**src/rtl/core/dpd_pkg.sv**
```systemverilog
// shared types, codes and helpers for the debug packet deframer
package dpd_pkg;

    localparam int unsigned BYTE_W    = 8;
    localparam int unsigned COUNT_W   = 12;
    localparam int unsigned DIGIT_W   = 4;
    localparam int unsigned APB_DW    = 32;
    localparam int unsigned APB_AW    = 3;
    localparam logic [COUNT_W-1:0] MAX_LEN_RESET = 12'd795;

    // framing characters
    localparam logic [BYTE_W-1:0] CH_INTERRUPT = 8'h03;
    localparam logic [BYTE_W-1:0] CH_START     = 8'h24;
    localparam logic [BYTE_W-1:0] CH_END       = 8'h23;
    localparam logic [BYTE_W-1:0] CH_RESEND    = 8'h2D;

    // register indexes
    localparam logic [0:0] REG_MAX_PAYLOAD_LEN = 1'b0;

    typedef enum logic [2:0] {
        EV_PAYLOAD   = 3'd0,
        EV_GOOD      = 3'd1,
        EV_BAD       = 3'd2,
        EV_RESEND    = 3'd3,
        EV_INTERRUPT = 3'd4,
        EV_OVERFLOW  = 3'd5
    } event_kind_t;

    typedef enum logic [3:0] {
        PH_IDLE    = 4'b0001,
        PH_PAYLOAD = 4'b0010,
        PH_DIGIT1  = 4'b0100,
        PH_DIGIT2  = 4'b1000
    } phase_t;

    typedef struct packed {
        logic              valid;
        event_kind_t       kind;
        logic [BYTE_W-1:0] data;
    } dpd_event_t;

    typedef struct packed {
        logic               ok;
        logic [DIGIT_W-1:0] value;
    } hex_digit_t;

    function automatic hex_digit_t hex_decode(input logic [BYTE_W-1:0] c);
        hex_digit_t r;
        r.ok    = 1'b1;
        r.value = '0;
        if (c >= 8'h30 && c <= 8'h39) begin
            r.value = DIGIT_W'(c - 8'h30);
        end else if (c >= 8'h41 && c <= 8'h46) begin
            r.value = DIGIT_W'(c - 8'h37);
        end else if (c >= 8'h61 && c <= 8'h66) begin
            r.value = DIGIT_W'(c - 8'h57);
        end else begin
            r.ok = 1'b0;
        end
        return r;
    endfunction

endpackage

```
**src/rtl/core/dpd_core.sv**
```systemverilog
// framing state machine: classifies each byte, keeps sum, count and checksum digits
module dpd_core (
    input  logic                         aclk,
    input  logic                         aresetn,
    input  logic                         byte_accept,
    input  logic [dpd_pkg::BYTE_W-1:0]   rx_byte,
    input  logic [dpd_pkg::COUNT_W-1:0]  max_payload_len,
    output dpd_pkg::dpd_event_t          event_out
);

    dpd_pkg::phase_t                phase_reg, phase_next;
    logic [dpd_pkg::BYTE_W-1:0]     sum_reg, sum_next;
    logic [dpd_pkg::COUNT_W-1:0]    count_reg, count_next;
    logic [dpd_pkg::DIGIT_W-1:0]    first_digit_reg, first_digit_next;
    logic                           digit_error_reg, digit_error_next;
    dpd_pkg::hex_digit_t            digit;

    assign digit = dpd_pkg::hex_decode(rx_byte);

    always_comb begin
        phase_next       = phase_reg;
        sum_next         = sum_reg;
        count_next       = count_reg;
        first_digit_next = first_digit_reg;
        digit_error_next = digit_error_reg;
        event_out.valid  = 1'b0;
        event_out.kind   = dpd_pkg::EV_PAYLOAD;
        event_out.data   = '0;
        if (byte_accept) begin
            unique case (phase_reg)
                dpd_pkg::PH_IDLE: begin
                    if (rx_byte == dpd_pkg::CH_INTERRUPT) begin
                        event_out.valid = 1'b1;
                        event_out.kind  = dpd_pkg::EV_INTERRUPT;
                    end else if (rx_byte == dpd_pkg::CH_RESEND) begin
                        event_out.valid = 1'b1;
                        event_out.kind  = dpd_pkg::EV_RESEND;
                    end else if (rx_byte == dpd_pkg::CH_START) begin
                        phase_next       = dpd_pkg::PH_PAYLOAD;
                        sum_next         = '0;
                        count_next       = '0;
                        digit_error_next = 1'b0;
                        first_digit_next = '0;
                    end
                end
                dpd_pkg::PH_PAYLOAD: begin
                    if (rx_byte == dpd_pkg::CH_END) begin
                        phase_next = dpd_pkg::PH_DIGIT1;
                    end else if (count_reg >= max_payload_len) begin
                        // packet dropped, rest of it is read as idle bytes
                        phase_next      = dpd_pkg::PH_IDLE;
                        sum_next        = '0;
                        count_next      = '0;
                        event_out.valid = 1'b1;
                        event_out.kind  = dpd_pkg::EV_OVERFLOW;
                    end else begin
                        count_next      = count_reg + 1'b1;
                        sum_next        = sum_reg + rx_byte;
                        event_out.valid = 1'b1;
                        event_out.kind  = dpd_pkg::EV_PAYLOAD;
                        event_out.data  = rx_byte;
                    end
                end
                dpd_pkg::PH_DIGIT1: begin
                    first_digit_next = digit.value;
                    if (!digit.ok) begin
                        digit_error_next = 1'b1;
                    end
                    phase_next = dpd_pkg::PH_DIGIT2;
                end
                dpd_pkg::PH_DIGIT2: begin
                    phase_next       = dpd_pkg::PH_IDLE;
                    digit_error_next = 1'b0;
                    event_out.valid  = 1'b1;
                    if (!digit_error_reg && digit.ok
                        && {first_digit_reg, digit.value} == sum_reg) begin
                        event_out.kind = dpd_pkg::EV_GOOD;
                    end else begin
                        event_out.kind = dpd_pkg::EV_BAD;
                    end
                end
                default: begin
                    phase_next = dpd_pkg::PH_IDLE;
                end
            endcase
        end
    end

    always_ff @(posedge aclk) begin
        if (!aresetn) begin
            phase_reg       <= dpd_pkg::PH_IDLE;
            sum_reg         <= '0;
            count_reg       <= '0;
            first_digit_reg <= '0;
            digit_error_reg <= 1'b0;
        end else begin
            phase_reg       <= phase_next;
            sum_reg         <= sum_next;
            count_reg       <= count_next;
            first_digit_reg <= first_digit_next;
            digit_error_reg <= digit_error_next;
        end
    end

endmodule

```
**src/rtl/core/debug_packet_deframer.sv**
```systemverilog
// debug packet deframer: takes one byte per cycle while s_tready is high from a remote debug
// link and splits the stream into payload, checksum verdict, resend, interrupt and overflow events.
// Each byte is classified, the modulo-256 sum and byte count are updated and the event is written to
// the output register in the cycle it is accepted. s_tready stays high while the output
// register is empty or being drained, so a byte can be taken every cycle; a byte that raises
// no event (start, end marker, first checksum digit, ignored idle bytes) leaves m_tvalid low.
// The payload limit is set through the APB register at address 0 and should only be changed
// between packets.
module debug_packet_deframer (
    input  logic                           aclk,
    input  logic                           aresetn,
    // input byte stream
    input  logic                           s_tvalid,
    output logic                           s_tready,
    input  logic [7:0]                     s_tdata,   // [7:0] rx_byte
    // event stream
    output logic                           m_tvalid,
    input  logic                           m_tready,
    output logic [7:0]                     m_tdata,   // [7:0] payload_byte
    output logic [2:0]                     m_tuser,   // [2:0] event_kind
    // configuration
    input  logic                           psel,
    input  logic                           penable,
    input  logic                           pwrite,
    input  logic [dpd_pkg::APB_AW-1:0]     paddr,
    input  logic [dpd_pkg::APB_DW-1:0]     pwdata,
    output logic [dpd_pkg::APB_DW-1:0]     prdata,
    output logic                           pready
);

    logic [dpd_pkg::COUNT_W-1:0]  max_len_reg, max_len_next;
    logic                         m_tvalid_reg, m_tvalid_next;
    logic [7:0]                   m_tdata_reg, m_tdata_next;
    logic [2:0]                   m_tuser_reg, m_tuser_next;
    logic                         in_accept;
    logic                         reg_hit;
    dpd_pkg::dpd_event_t          ev;

    assign pready   = 1'b1;
    assign reg_hit  = (paddr[dpd_pkg::APB_AW-1] == dpd_pkg::REG_MAX_PAYLOAD_LEN);
    assign prdata   = reg_hit ? dpd_pkg::APB_DW'(max_len_reg) : '0;

    assign s_tready  = !m_tvalid_reg || m_tready;
    assign in_accept = s_tvalid && s_tready;

    dpd_core u_core (
        .aclk            (aclk),
        .aresetn         (aresetn),
        .byte_accept     (in_accept),
        .rx_byte         (s_tdata),
        .max_payload_len (max_len_reg),
        .event_out       (ev)
    );

    always_comb begin
        max_len_next = max_len_reg;
        if (psel && penable && pwrite && pready && reg_hit) begin
            max_len_next = pwdata[dpd_pkg::COUNT_W-1:0];
        end
    end

    always_comb begin
        m_tvalid_next = m_tvalid_reg;
        m_tdata_next  = m_tdata_reg;
        m_tuser_next  = m_tuser_reg;
        if (in_accept) begin
            m_tvalid_next = ev.valid;
            m_tdata_next  = ev.data;
            m_tuser_next  = ev.kind;
        end else if (m_tready) begin
            m_tvalid_next = 1'b0;
        end
    end

    always_ff @(posedge aclk) begin
        if (!aresetn) begin
            max_len_reg  <= dpd_pkg::MAX_LEN_RESET;
            m_tvalid_reg <= 1'b0;
        end else begin
            max_len_reg  <= max_len_next;
            m_tvalid_reg <= m_tvalid_next;
        end
    end

    always_ff @(posedge aclk) begin
        m_tdata_reg <= m_tdata_next;
        m_tuser_reg <= m_tuser_next;
    end

    assign m_tvalid = m_tvalid_reg;
    assign m_tdata  = m_tdata_reg;
    assign m_tuser  = m_tuser_reg;

endmodule
```
**config.mk**
```make
export PLATFORM = sky130hd
export DESIGN_NAME = debug_packet_deframer
export DESIGN_NICKNAME = d
export VERILOG_FILES = /design/src/rtl/core/dpd_pkg.sv /design/src/rtl/core/dpd_core.sv /design/src/rtl/core/debug_packet_deframer.sv
export SDC_FILE = /design/constraint.sdc
export NUM_CORES = 1
export LEC_CHECK = 0
export BUFFER_PORTS_ARGS = -buffer_cell sky130_fd_sc_hd__buf_2
export CAP_MARGIN = 5
export CORE_ASPECT_RATIO = 0.7
export CORE_UTILIZATION = 40
export CTS_CLUSTER_DIAMETER = 60
export DETAILED_ROUTE_END_ITERATION = 16
export GPL_ROUTABILITY_DRIVEN = 0
export GPL_TIMING_DRIVEN = 0
export HOLD_SLACK_MARGIN = 0.12
export PLACE_DENSITY_LB_ADDON = 0.15
export SLEW_MARGIN = 20
export SYNTH_ARGS = -nofsm -noshare
export SYNTH_HDL_FRONTEND = slang
export SYNTH_SLANG_ARGS = --single-unit
```
**constraint.sdc**
```tcl
create_clock -name aclk -period 6.35 [get_ports aclk]
set_clock_uncertainty 0.05 [all_clocks]
set_input_delay 0 -clock aclk [delete_from_list [all_inputs] [get_ports aclk]]
set_output_delay 0 -clock aclk [all_outputs]
set_load 0.02 [all_outputs]
```
== After elaboration in Yosys (flattened, before gate mapping) ==
Index checks and enable logic that the tools add are counted.

* Register bits after elaboration: 53
* Input bits: 50
* Output and inout port bits: 46
* Logic and storage cells: 102

* Add/sub/neg operators: 5
* Order comparisons: 7
* Equality and inequality tests: 15
* Muxes and demuxes: 43
* Bitwise gates (word level): 2
* Reduce and logical (&&, ||, !) cells: 21

{| class="wikitable"
|+ Operators by type and width
! operator !! number
|-
| $mux 12 || 7
|-
| $mux 4 || 13
|-
| $mux 8 || 6
|-
| $eq 8x6->1 const B || 3
|-
| $pmux 12 s2 || 1
|-
| $pmux 4 s3 || 2
|-
| $ge 8x7->1 const B || 2
|-
| $le 8x7->1 const B || 2
|-
| $pmux 8 s2 || 1
|-
| $add 12x1->12 const B || 1
|-
| $ge 12x12->1 || 1
|-
| $reduce_and 6->1 || 2
|-
| $reduce_and 5->1 || 2
|-
| $logic_and 1x1->1 || 9
|-
| $mux 1 || 9
|-
| $add 8x8->8 || 1
|-
| $eq 8x2->1 const B || 1
|-
| $eq 8x8->1 || 1
|-
| $ge 8x6->1 const B || 1
|-
| $le 8x6->1 const B || 1
|-
| $ne 2x2->1 const B || 4
|-
| $pmux 4 s2 || 1
|-
| $sub 4x3->4 const B || 2
|-
| $reduce_bool 2->1 || 3
|-
| 15 further kinds || 17
|}

== Logic depth before layout (Yosys ltp) ==
Gate-level depths: netlist of run 1.

* Depth after elaboration: 10
* Gate-level depth with buffers: 10
* Mapped depth without buffers: 8

== By module ==
Synthesis of run 1 repeated with hierarchy kept, for this count alone.

* Cells, all modules: 401
* Area, all modules: 3528.4 um^2

{| class="wikitable"
|+ Modules (own cells, without submodules)
! module !! instances !! cells an instance !! area each (um^2) !! sequential area each (um^2)
|-
| dpd_core || 1 || 296 || 2374.8 || 580.6
|-
| debug_packet_deframer || 1 || 105 || 1153.6 || 590.6
|}

== Worst setup path after synthesis of run 1 ==
OpenSTA, ideal clock, no wires.

* Path type: flip-flop to flip-flop
* Start point: register max_len_reg[11] (netlist name)
* End point: register u_core.count_reg[1] (netlist name)
* Library setup time: 0.072 ns
* Data arrival time: 1.907 ns
* Data required time: 6.228 ns
* Slack: 4.321 ns
* Cell stages (with the launch flop): 11
* Buffers on the path: 2
* Period minus slack after synthesis: 2.029 ns
* Cell sequence: dfxtp_1 inv_1 ha_1 a211o_1 a21oi_1 o21ai_0 o21ba_2 buf_2 buf_2 nand3_1 a21oi_1

* Cells in the longest elaborated chain, start to end: 4

{| class="wikitable"
|+ Ends and longest elaborated chain
! item !! RTL line !! RTL
|-
| from (decl) || debug_packet_deframer.sv:31 || <nowiki>logic [dpd_pkg::COUNT_W-1:0] max_len_reg, max_len_next;</nowiki>
|-
| from (signal assigned) || debug_packet_deframer.sv:77 || <nowiki>max_len_reg <= dpd_pkg::MAX_LEN_RESET;</nowiki>
|-
| from (signal assigned) || debug_packet_deframer.sv:80 || <nowiki>max_len_reg <= max_len_next;</nowiki>
|-
| $ge 12x12->1 || dpd_core.sv:49 || <nowiki>end else if (count_reg >= max_payload_len) begin</nowiki>
|-
| $mux 12 || dpd_core.sv:49 ||
|-
| $mux 12 || dpd_core.sv:47 || <nowiki>if (rx_byte == dpd_pkg::CH_END) begin</nowiki>
|-
| $pmux 12 s2 || dpd_core.sv:30 || <nowiki>unique case (phase_reg)</nowiki>
|-
| to (signal assigned) || dpd_core.sv:99 || <nowiki>count_reg <= count_next;</nowiki>
|-
| to (decl) || dpd_core.sv:13 || <nowiki>logic [dpd_pkg::COUNT_W-1:0] count_reg, count_next;</nowiki>
|}

No other way between the ends. The select of a mux whose other input is x is not followed.
A chain may end at the register's enable or synchronous reset.

== Final worst setup path of run 1 ==
* Start point: register max_len_reg[2] (netlist name)
* End point: register u_core.count_reg[3] (netlist name)

The elaborated chain is that of the path after synthesis.

==> summary.md, run 1 <==
| Metric | Value |
|---|---|
| Status | `complete, no violations` |
| Final HPWL DP | `5940 um` |
| Layout cell share with drive strength beyond 1 | `0.198` |
| GRT Util Overall | `0.188` |
| # clock sinks | `53` |
| Hold Path Cell Cnt | `4` |
| Most frequent cells in the layout | `54 x buf_2, 45 x nand2_1, 42 x dfxtp_1, 39 x nor2_1, 36 x a21oi_1` |
| WL/cell | `13.1 um` |
| Met1 Usage GRT | `0.278` |
| Hold WS | `189 ps` |
| Mean post-synth cell area | `8.40 um^2` |
| Number of CTS-inserted buffers | `5` |
| GR Overflow Total | `0` |
| Buffers & Inverters on Critical Path | `3` |
| TritonCTS clock tree | `built` |
| Antenna diode count | `0` |
| Max VDD drop | `0.0994 mV` |
| Area of the mapped netlist | `0.00331 mm^2` |
| Clock-pin transition on the worst setup and hold timing paths | `70 ps` |
| Final antenna-violating net count | `0` |
| Max Cap Viol | `0` |
| Clock tree buffer depth | `2` |
| Syn Inst Count | `394` |
| Vias per inst | `5.01` |
| Core area | `0.00794 mm^2` |
| FFs w/ async S/R, synth | `0` |
| Die area | `0.00865 mm^2` |
| DRC Markers | `0` |
| Most used cell, CP | `buf_2` |
| Startpoint type of the worst setup path | `flop` |
| Setup TNS Final | `0 ps` |
| Min Tclk post-route | `2410 ps` |
| Slowest library cell on the worst path | `a21oi_1` |
| RSZ-0062 raised after global routing | `no` |
| Fillers | `750` |
| 1st-iter DRT viols | `143` |
| CP Depth | `10` |
| Critical Path Max Stage Delay | `370 ps` |
| DR vias | `2978` |
| Detailed Routing Iterations Pass 1 | `4` |
| Fin area | `0.00415 mm^2` |
| Worst-Margin Slew | `632 ps` |
| FP Rows | `27` |
| Global-route wire length before repair | `13100 um` |
| Die X | `111 um` |
| Relative slew slack | `0.579` |
| Total wire length | `7820 um` |
| Placed cell areas | `0.00376 mm^2` |
| Grt met3 use | `0.0386` |
| Final net count | `567` |
| Leakage | `1.83 nW` |
| CP required | `6520 ps` |
| Worst min path class | `input pin to flop` |
| Crit end category | `flop` |
| Antenna violations before repair | `0` |
| Die H | `78.1 um` |
| GRT met2 Usage | `0.275` |
| GRT busiest layer | `met1` |
| CP max FO | `10` |
| Vias in the first global route | `2708` |
| Largest net degree at the start of global routing | `17` |
| Layout area overhead | `25.4%` |
| Post-CTS setup buffers | `0` |
| Path type of the worst setup path | `flop to flop` |
| H-tree depth | `2` |
| Clock Latency Late Sink | `290 ps` |
| FF+latch count, synth | `53` |
| Tcrit/Tclk final | `0.380` |
| Fin. Hold Viols | `0` |
| Setup-failing EPs final | `0` |
| Register area share after synthesis | `0.354` |
| Initial Util | `0.417` |
| Cell Pwr Density | `186 mW/mm^2` |
| Crit path max-delay family | `compound AO/OA/AOI/OAI gates` |
| Boundary Pins | `96` |
| Maximum achievable frequency | `0.415 GHz` |
| YS warnings | `0` |
| Logic depth of the worst register-to-register path | `10` |
| Commonest non-fill, non-tap cell in the layout | `buf_2` |
| Root Buffer | `clkbuf_16` |
| Netlist cell types | `55` |
| CP arrival | `2580 ps` |
| Post-synth top flop | `dfxtp_1` |
| IO buf count | `51` |
| Count of flip-flops with a built-in enable after synthesis | `11` |
| Worst path cell trace | `inv_1 > ha_1 > a211oi_1 > o21ai_0 > a21oi_1 > o21ba_2 > buf_2 > buf_2 > nand2_1 > o22ai_1` |
| Final Slew Violations | `0` |
| Post-CTS Resized | `0` |
## power breakdown
| part | switching [W] | internal (W) |
|---|---|---|
| logic | 0.0000640 | 0.0000457 |
| registers | 0.00000375 | 0.000349 |
| clock network | 0.000124 | 0.000185 |
| total | 0.000191 | 0.000580 |
## through the flow
stage          setup slack, ps  total power, W  utilization  cells
6_report                  3940        0.000771        0.523    595
5_1_grt                   3760        0.000801        0.523    595
4_1_cts                   3920        0.000778        0.523    595
3_5_place_dp              3940        0.000460        0.474    565
3_3_place_gp              3960        0.000459        0.474    565
2_1_floorplan             4320        0.000431            -    413
## synth_stat cells (all sizes together), types with 5 or more instances
| library cell | n | area [um^2] |
|---|---|---|
| clkbuf | 8 | 31.3 |
| nand2 | 45 | 169 |
| o211ai | 9 | 67.6 |
| a21oi | 38 | 198 |
| ha | 23 | 288 |
| nor2 | 39 | 146 |
| nand3 | 26 | 130 |
| o21ai | 14 | 85.1 |
| and2 | 7 | 43.8 |
| buf | 25 | 180 |
| inv | 17 | 63.8 |
| xnor2 | 8 | 70.1 |
| dfxtp | 42 | 841 |
| nand4 | 10 | 68.8 |
| edfxtp | 11 | 330 |
| xor2 | 12 | 105 |
| nor3 | 5 | 25.0 |
## routing by layer
layer  wire length (um)  up-vias  part of all wire
met2               3250       74              0.42
met3                443       10             0.057
met5                  0        -                 0
li1                   -     1532                 -
met1               4030     1362              0.51
met4                102        0             0.013
## kinds of logic after synthesis
kind of cell / synth area share
flops: 0.354
fa+ha+maj: 0.0930
other cells: 0.00227
mux: 0.00605
compound gates: 0.158
simple gates: 0.250
buf+inv: 0.0843
xor+xnor: 0.0529
## cell type report
class	count	area [um^2]	area share
plain buffers	33	211	0.0510
clock buffers	5	125	0.0302
clock inverters	3	41.3	0.00995
inverters	18	67.6	0.0163
multi-input cells	309	1930	0.465
flip-flops and latches	53	1170	0.282
well taps	101	126	0.0305
repair buffers	73	475	0.115
## final timing paths
kind                               startpoint                               end  slack, ps
setup reg to reg  max_len_reg[2]$_SDFFE_PN0P_  u_core.count_reg[3]$_SDFFE_PN0P_       3940
hold reg to reg   max_len_reg[5]$_SDFFE_PN0P_       max_len_reg[5]$_SDFFE_PN0P_        410
hold / removal                         pwrite       max_len_reg[0]$_SDFFE_PN1P_        190
setup / recovery  max_len_reg[2]$_SDFFE_PN0P_  u_core.count_reg[3]$_SDFFE_PN0P_       3940
## timing repair
action / CTS / global route
endpoints found under the hold margin: 24 / 0
hold buffers: 22 / 0
setup endpoints to repair: 0 / 0
## worst min-delay path: stages
cell	delay, ps
buf_2	100
nand4b_1	240
nand2_1	90
nand3_1	70
No activity file was read; power rests on OpenSTA's default activity.
==> inputs of run 2 (changes only) <==
==> constraint.sdc (replaced) <==
create_clock -name aclk -period 2.1 [get_ports aclk]
set_clock_uncertainty 0.05 [all_clocks]
set_input_delay 0 -clock aclk [delete_from_list [all_inputs] [get_ports aclk]]
set_output_delay 0 -clock aclk [all_outputs]
set_load 0.02 [all_outputs]
==> summary.md, run 2 (synthesis results as in run 1) <==
| Metric | Value |
|---|---|
| Status | `complete, no violations (unchanged)` |
| Reg2reg end | `u_core.sum_reg[0]$_SDFFE_PN0P_ (was u_core.count_reg[3]$_SDFFE_PN0P_)` |
| Clock tree buffer depth | `2 (unchanged)` |
| Max Cap Viol | `0 (unchanged)` |
| Most frequent cells in the layout | `51 x buf_2, 44 x nand2_1, 41 x dfxtp_1, 38 x nor2_1, 34 x a21oi_1 (was 54 x buf_2, 45 x nand2_1, 42 x dfxtp_1, 39 x nor2_1, 36 x a21oi_1)` |
| Clock Latency Late Sink | `290 ps (about the same)` |
| Vias in the first global route | `2734 (was 2708)` |
| Max VDD drop | `0.294 mV (was 0.0994 mV)` |
| Fin. Hold Viols | `0 (unchanged)` |
| Clock-pin transition on the worst setup and hold timing paths | `70 ps (about the same)` |
| Setup crit start | `max_len_reg[10]$_SDFFE_PN0P_ (was max_len_reg[2]$_SDFFE_PN0P_)` |
| Commonest non-fill, non-tap cell in the layout | `buf_2 (unchanged)` |
| Final HPWL DP | `5940 um (unchanged)` |
| FP Rows | `27 (unchanged)` |
| Fin area | `0.00433 mm^2 (was 0.00415 mm^2)` |
| Detailed Routing Iterations Pass 1 | `4 (unchanged)` |
| # clock sinks | `53 (unchanged)` |
| IO buf count | `51 (unchanged)` |
| CP arrival | `2170 ps (was 2580 ps)` |
| TritonCTS clock tree | `built (unchanged)` |
| Leakage | `1.89 nW (was 1.83 nW)` |
| Boundary Pins | `96 (unchanged)` |
| Min Tclk post-route | `2000 ps (was 2410 ps)` |
| Number of CTS-inserted buffers | `5 (unchanged)` |
| Layout area overhead | `31.0% (was 25.4%)` |
| Die area | `0.00865 mm^2 (unchanged)` |
| CP max FO | `6 (was 10)` |
| RSZ-0062 raised after global routing | `yes (was no)` |
| Final antenna-violating net count | `0 (unchanged)` |
| GRT Util Overall | `0.190 (was 0.188)` |
| Die X | `111 um (unchanged)` |
| Final Slew Violations | `0 (unchanged)` |
| Layout cell share with drive strength beyond 1 | `0.239 (was 0.198)` |
| Worst r2r src | `max_len_reg[10]$_SDFFE_PN0P_ (was max_len_reg[2]$_SDFFE_PN0P_)` |
| Worst min path class | `input pin to flop (unchanged)` |
| Die H | `78.1 um (unchanged)` |
| Core area | `0.00794 mm^2 (unchanged)` |
| Maximum achievable frequency | `0.499 GHz (was 0.415 GHz)` |
| Largest net degree at the start of global routing | `17 (unchanged)` |
| DRC Markers | `0 (unchanged)` |
| Startpoint type of the worst setup path | `flop (unchanged)` |
| 1st-iter DRT viols | `157 (was 143)` |
| Antenna violations before repair | `0 (unchanged)` |
| Worst-Margin Slew | `623 ps (was 632 ps)` |
| Root Buffer | `clkbuf_16 (unchanged)` |
| Fillers | `715 (was 750)` |
| Final Total Pwr | `0.00235 W (was 0.000771 W)` |
| Initial Util | `0.417 (unchanged)` |
| Tcrit/Tclk final | `0.954 (was 0.380)` |
| Hold WS | `134 ps (was 189 ps)` |
| Util after Layout | `0.546 (was 0.523)` |
| Antenna diode count | `0 (unchanged)` |
| Relative slew slack | `0.585 (was 0.579)` |
| WL/cell | `13.3 um (was 13.1 um)` |
| GR Overflow Total | `0 (unchanged)` |
| Cell Pwr Density | `542 mW/mm^2 (was 186 mW/mm^2)` |
| Vias per inst | `5.04 (was 5.01)` |
| Placed cell areas | `0.00376 mm^2 (unchanged)` |
| Logic depth of the worst register-to-register path | `9 (was 10)` |
| DR vias | `3042 (was 2978)` |
| H-tree depth | `2 (unchanged)` |
| Total wire length | `8040 um (was 7820 um)` |
| Setup-failing EPs final | `0 (unchanged)` |
| Global-route wire length before repair | `13200 um (was 13100 um)` |
| Path type of the worst setup path | `flop to flop (unchanged)` |
| Crit end category | `flop (unchanged)` |
| R2r setup slk | `100 ps (was 3940 ps)` |
| Worst setup path endpoint | `u_core.sum_reg[0]$_SDFFE_PN0P_ (was u_core.count_reg[3]$_SDFFE_PN0P_)` |
| CP required | `2270 ps (was 6520 ps)` |
| Final net count | `576 (was 567)` |
-- run 2: critical path, cell delays in order (launching register included) --
cell	delay [ps]
dfxtp_1	350
inv_2	70
ha_1	210
a211o_1	300
a21oi_2	150
o21ai_1	90
o21ba_4	320
clkbuf_16	160
nand3_1	70
a21oi_1	140
-- run 2: power breakdown --
part           leakage (nW)  switching [W]  internal, W  total (W)
registers             0.453      0.0000117      0.00106    0.00107
logic                  1.36       0.000201     0.000150   0.000351
clock network        0.0775       0.000371     0.000559   0.000930
-- run 2: timing repair --
action | CTS | global route
setup buffers | 3 | 6
pin swaps | 1 | 6
resized for setup | 7 | 18
endpoints found under the hold margin | 24 | 0
setup endpoints to repair | 20 | 32
hold buffers | 22 | 0
gates cloned | 0 | 1
-- run 2: area by class of cell --
| type | instances | area, um^2 | share of cell area |
|---|---|---|---|
| Inverter | 18 | 71.3 | 0.0165 |
| Clock buffer | 5 | 125 | 0.0289 |
| Timing Repair Buffer | 83 | 568 | 0.131 |
| Buffer | 32 | 219 | 0.0505 |
| Tap cell | 101 | 126 | 0.0292 |
| Sequential cell | 53 | 1170 | 0.270 |
| Clock inverter | 3 | 41.3 | 0.00953 |
| Multi-Input combinational cell | 309 | 2010 | 0.464 |
-- run 2: per-layer routing --
| metal | part of all wire | wire [um] | GRT usage | up-vias |
|---|---|---|---|---|
| met3 | 0.051 | 413 | 0.0386 | 11 |
| met5 | 0 | 0 | 0 | - |
| met2 | 0.42 | 3410 | 0.278 | 82 |
| met4 | 0.014 | 114 | 0.0533 | 0 |
| li1 | - | - | - | 1552 |
| met1 | 0.51 | 4100 | 0.281 | 1397 |
-- run 2: per-stage QoR --
step	worst slack, ps	setup TNS [ps]	instances
after floorplan	71.4	0	413
after global placement	-295	-4480	565
after detailed placement	-308	-4840	565
after CTS	-9.91	-9.91	597
after global routing	-37.7	-41.2	604
final	96.0	0	604
-- run 2: how the worst min path moves through the flow --
stage / from / to / slack (ps) / cells past startpoint
6_report: s_tdata[7] / u_core.sum_reg[7]$_SDFFE_PN0P_ / 130 / 3
5_1_grt: s_tdata[7] / u_core.sum_reg[7]$_SDFFE_PN0P_ / 170 / 3
4_1_cts: s_tdata[7] / u_core.sum_reg[7]$_SDFFE_PN0P_ / 120 / 3
3_5_place_dp: pwdata[0] / max_len_reg[0]$_SDFFE_PN1P_ / 170 / 3
3_3_place_gp: pwdata[0] / max_len_reg[0]$_SDFFE_PN1P_ / 170 / 3
2_1_floorplan: paddr[2] / prdata[11] / 20 / 1
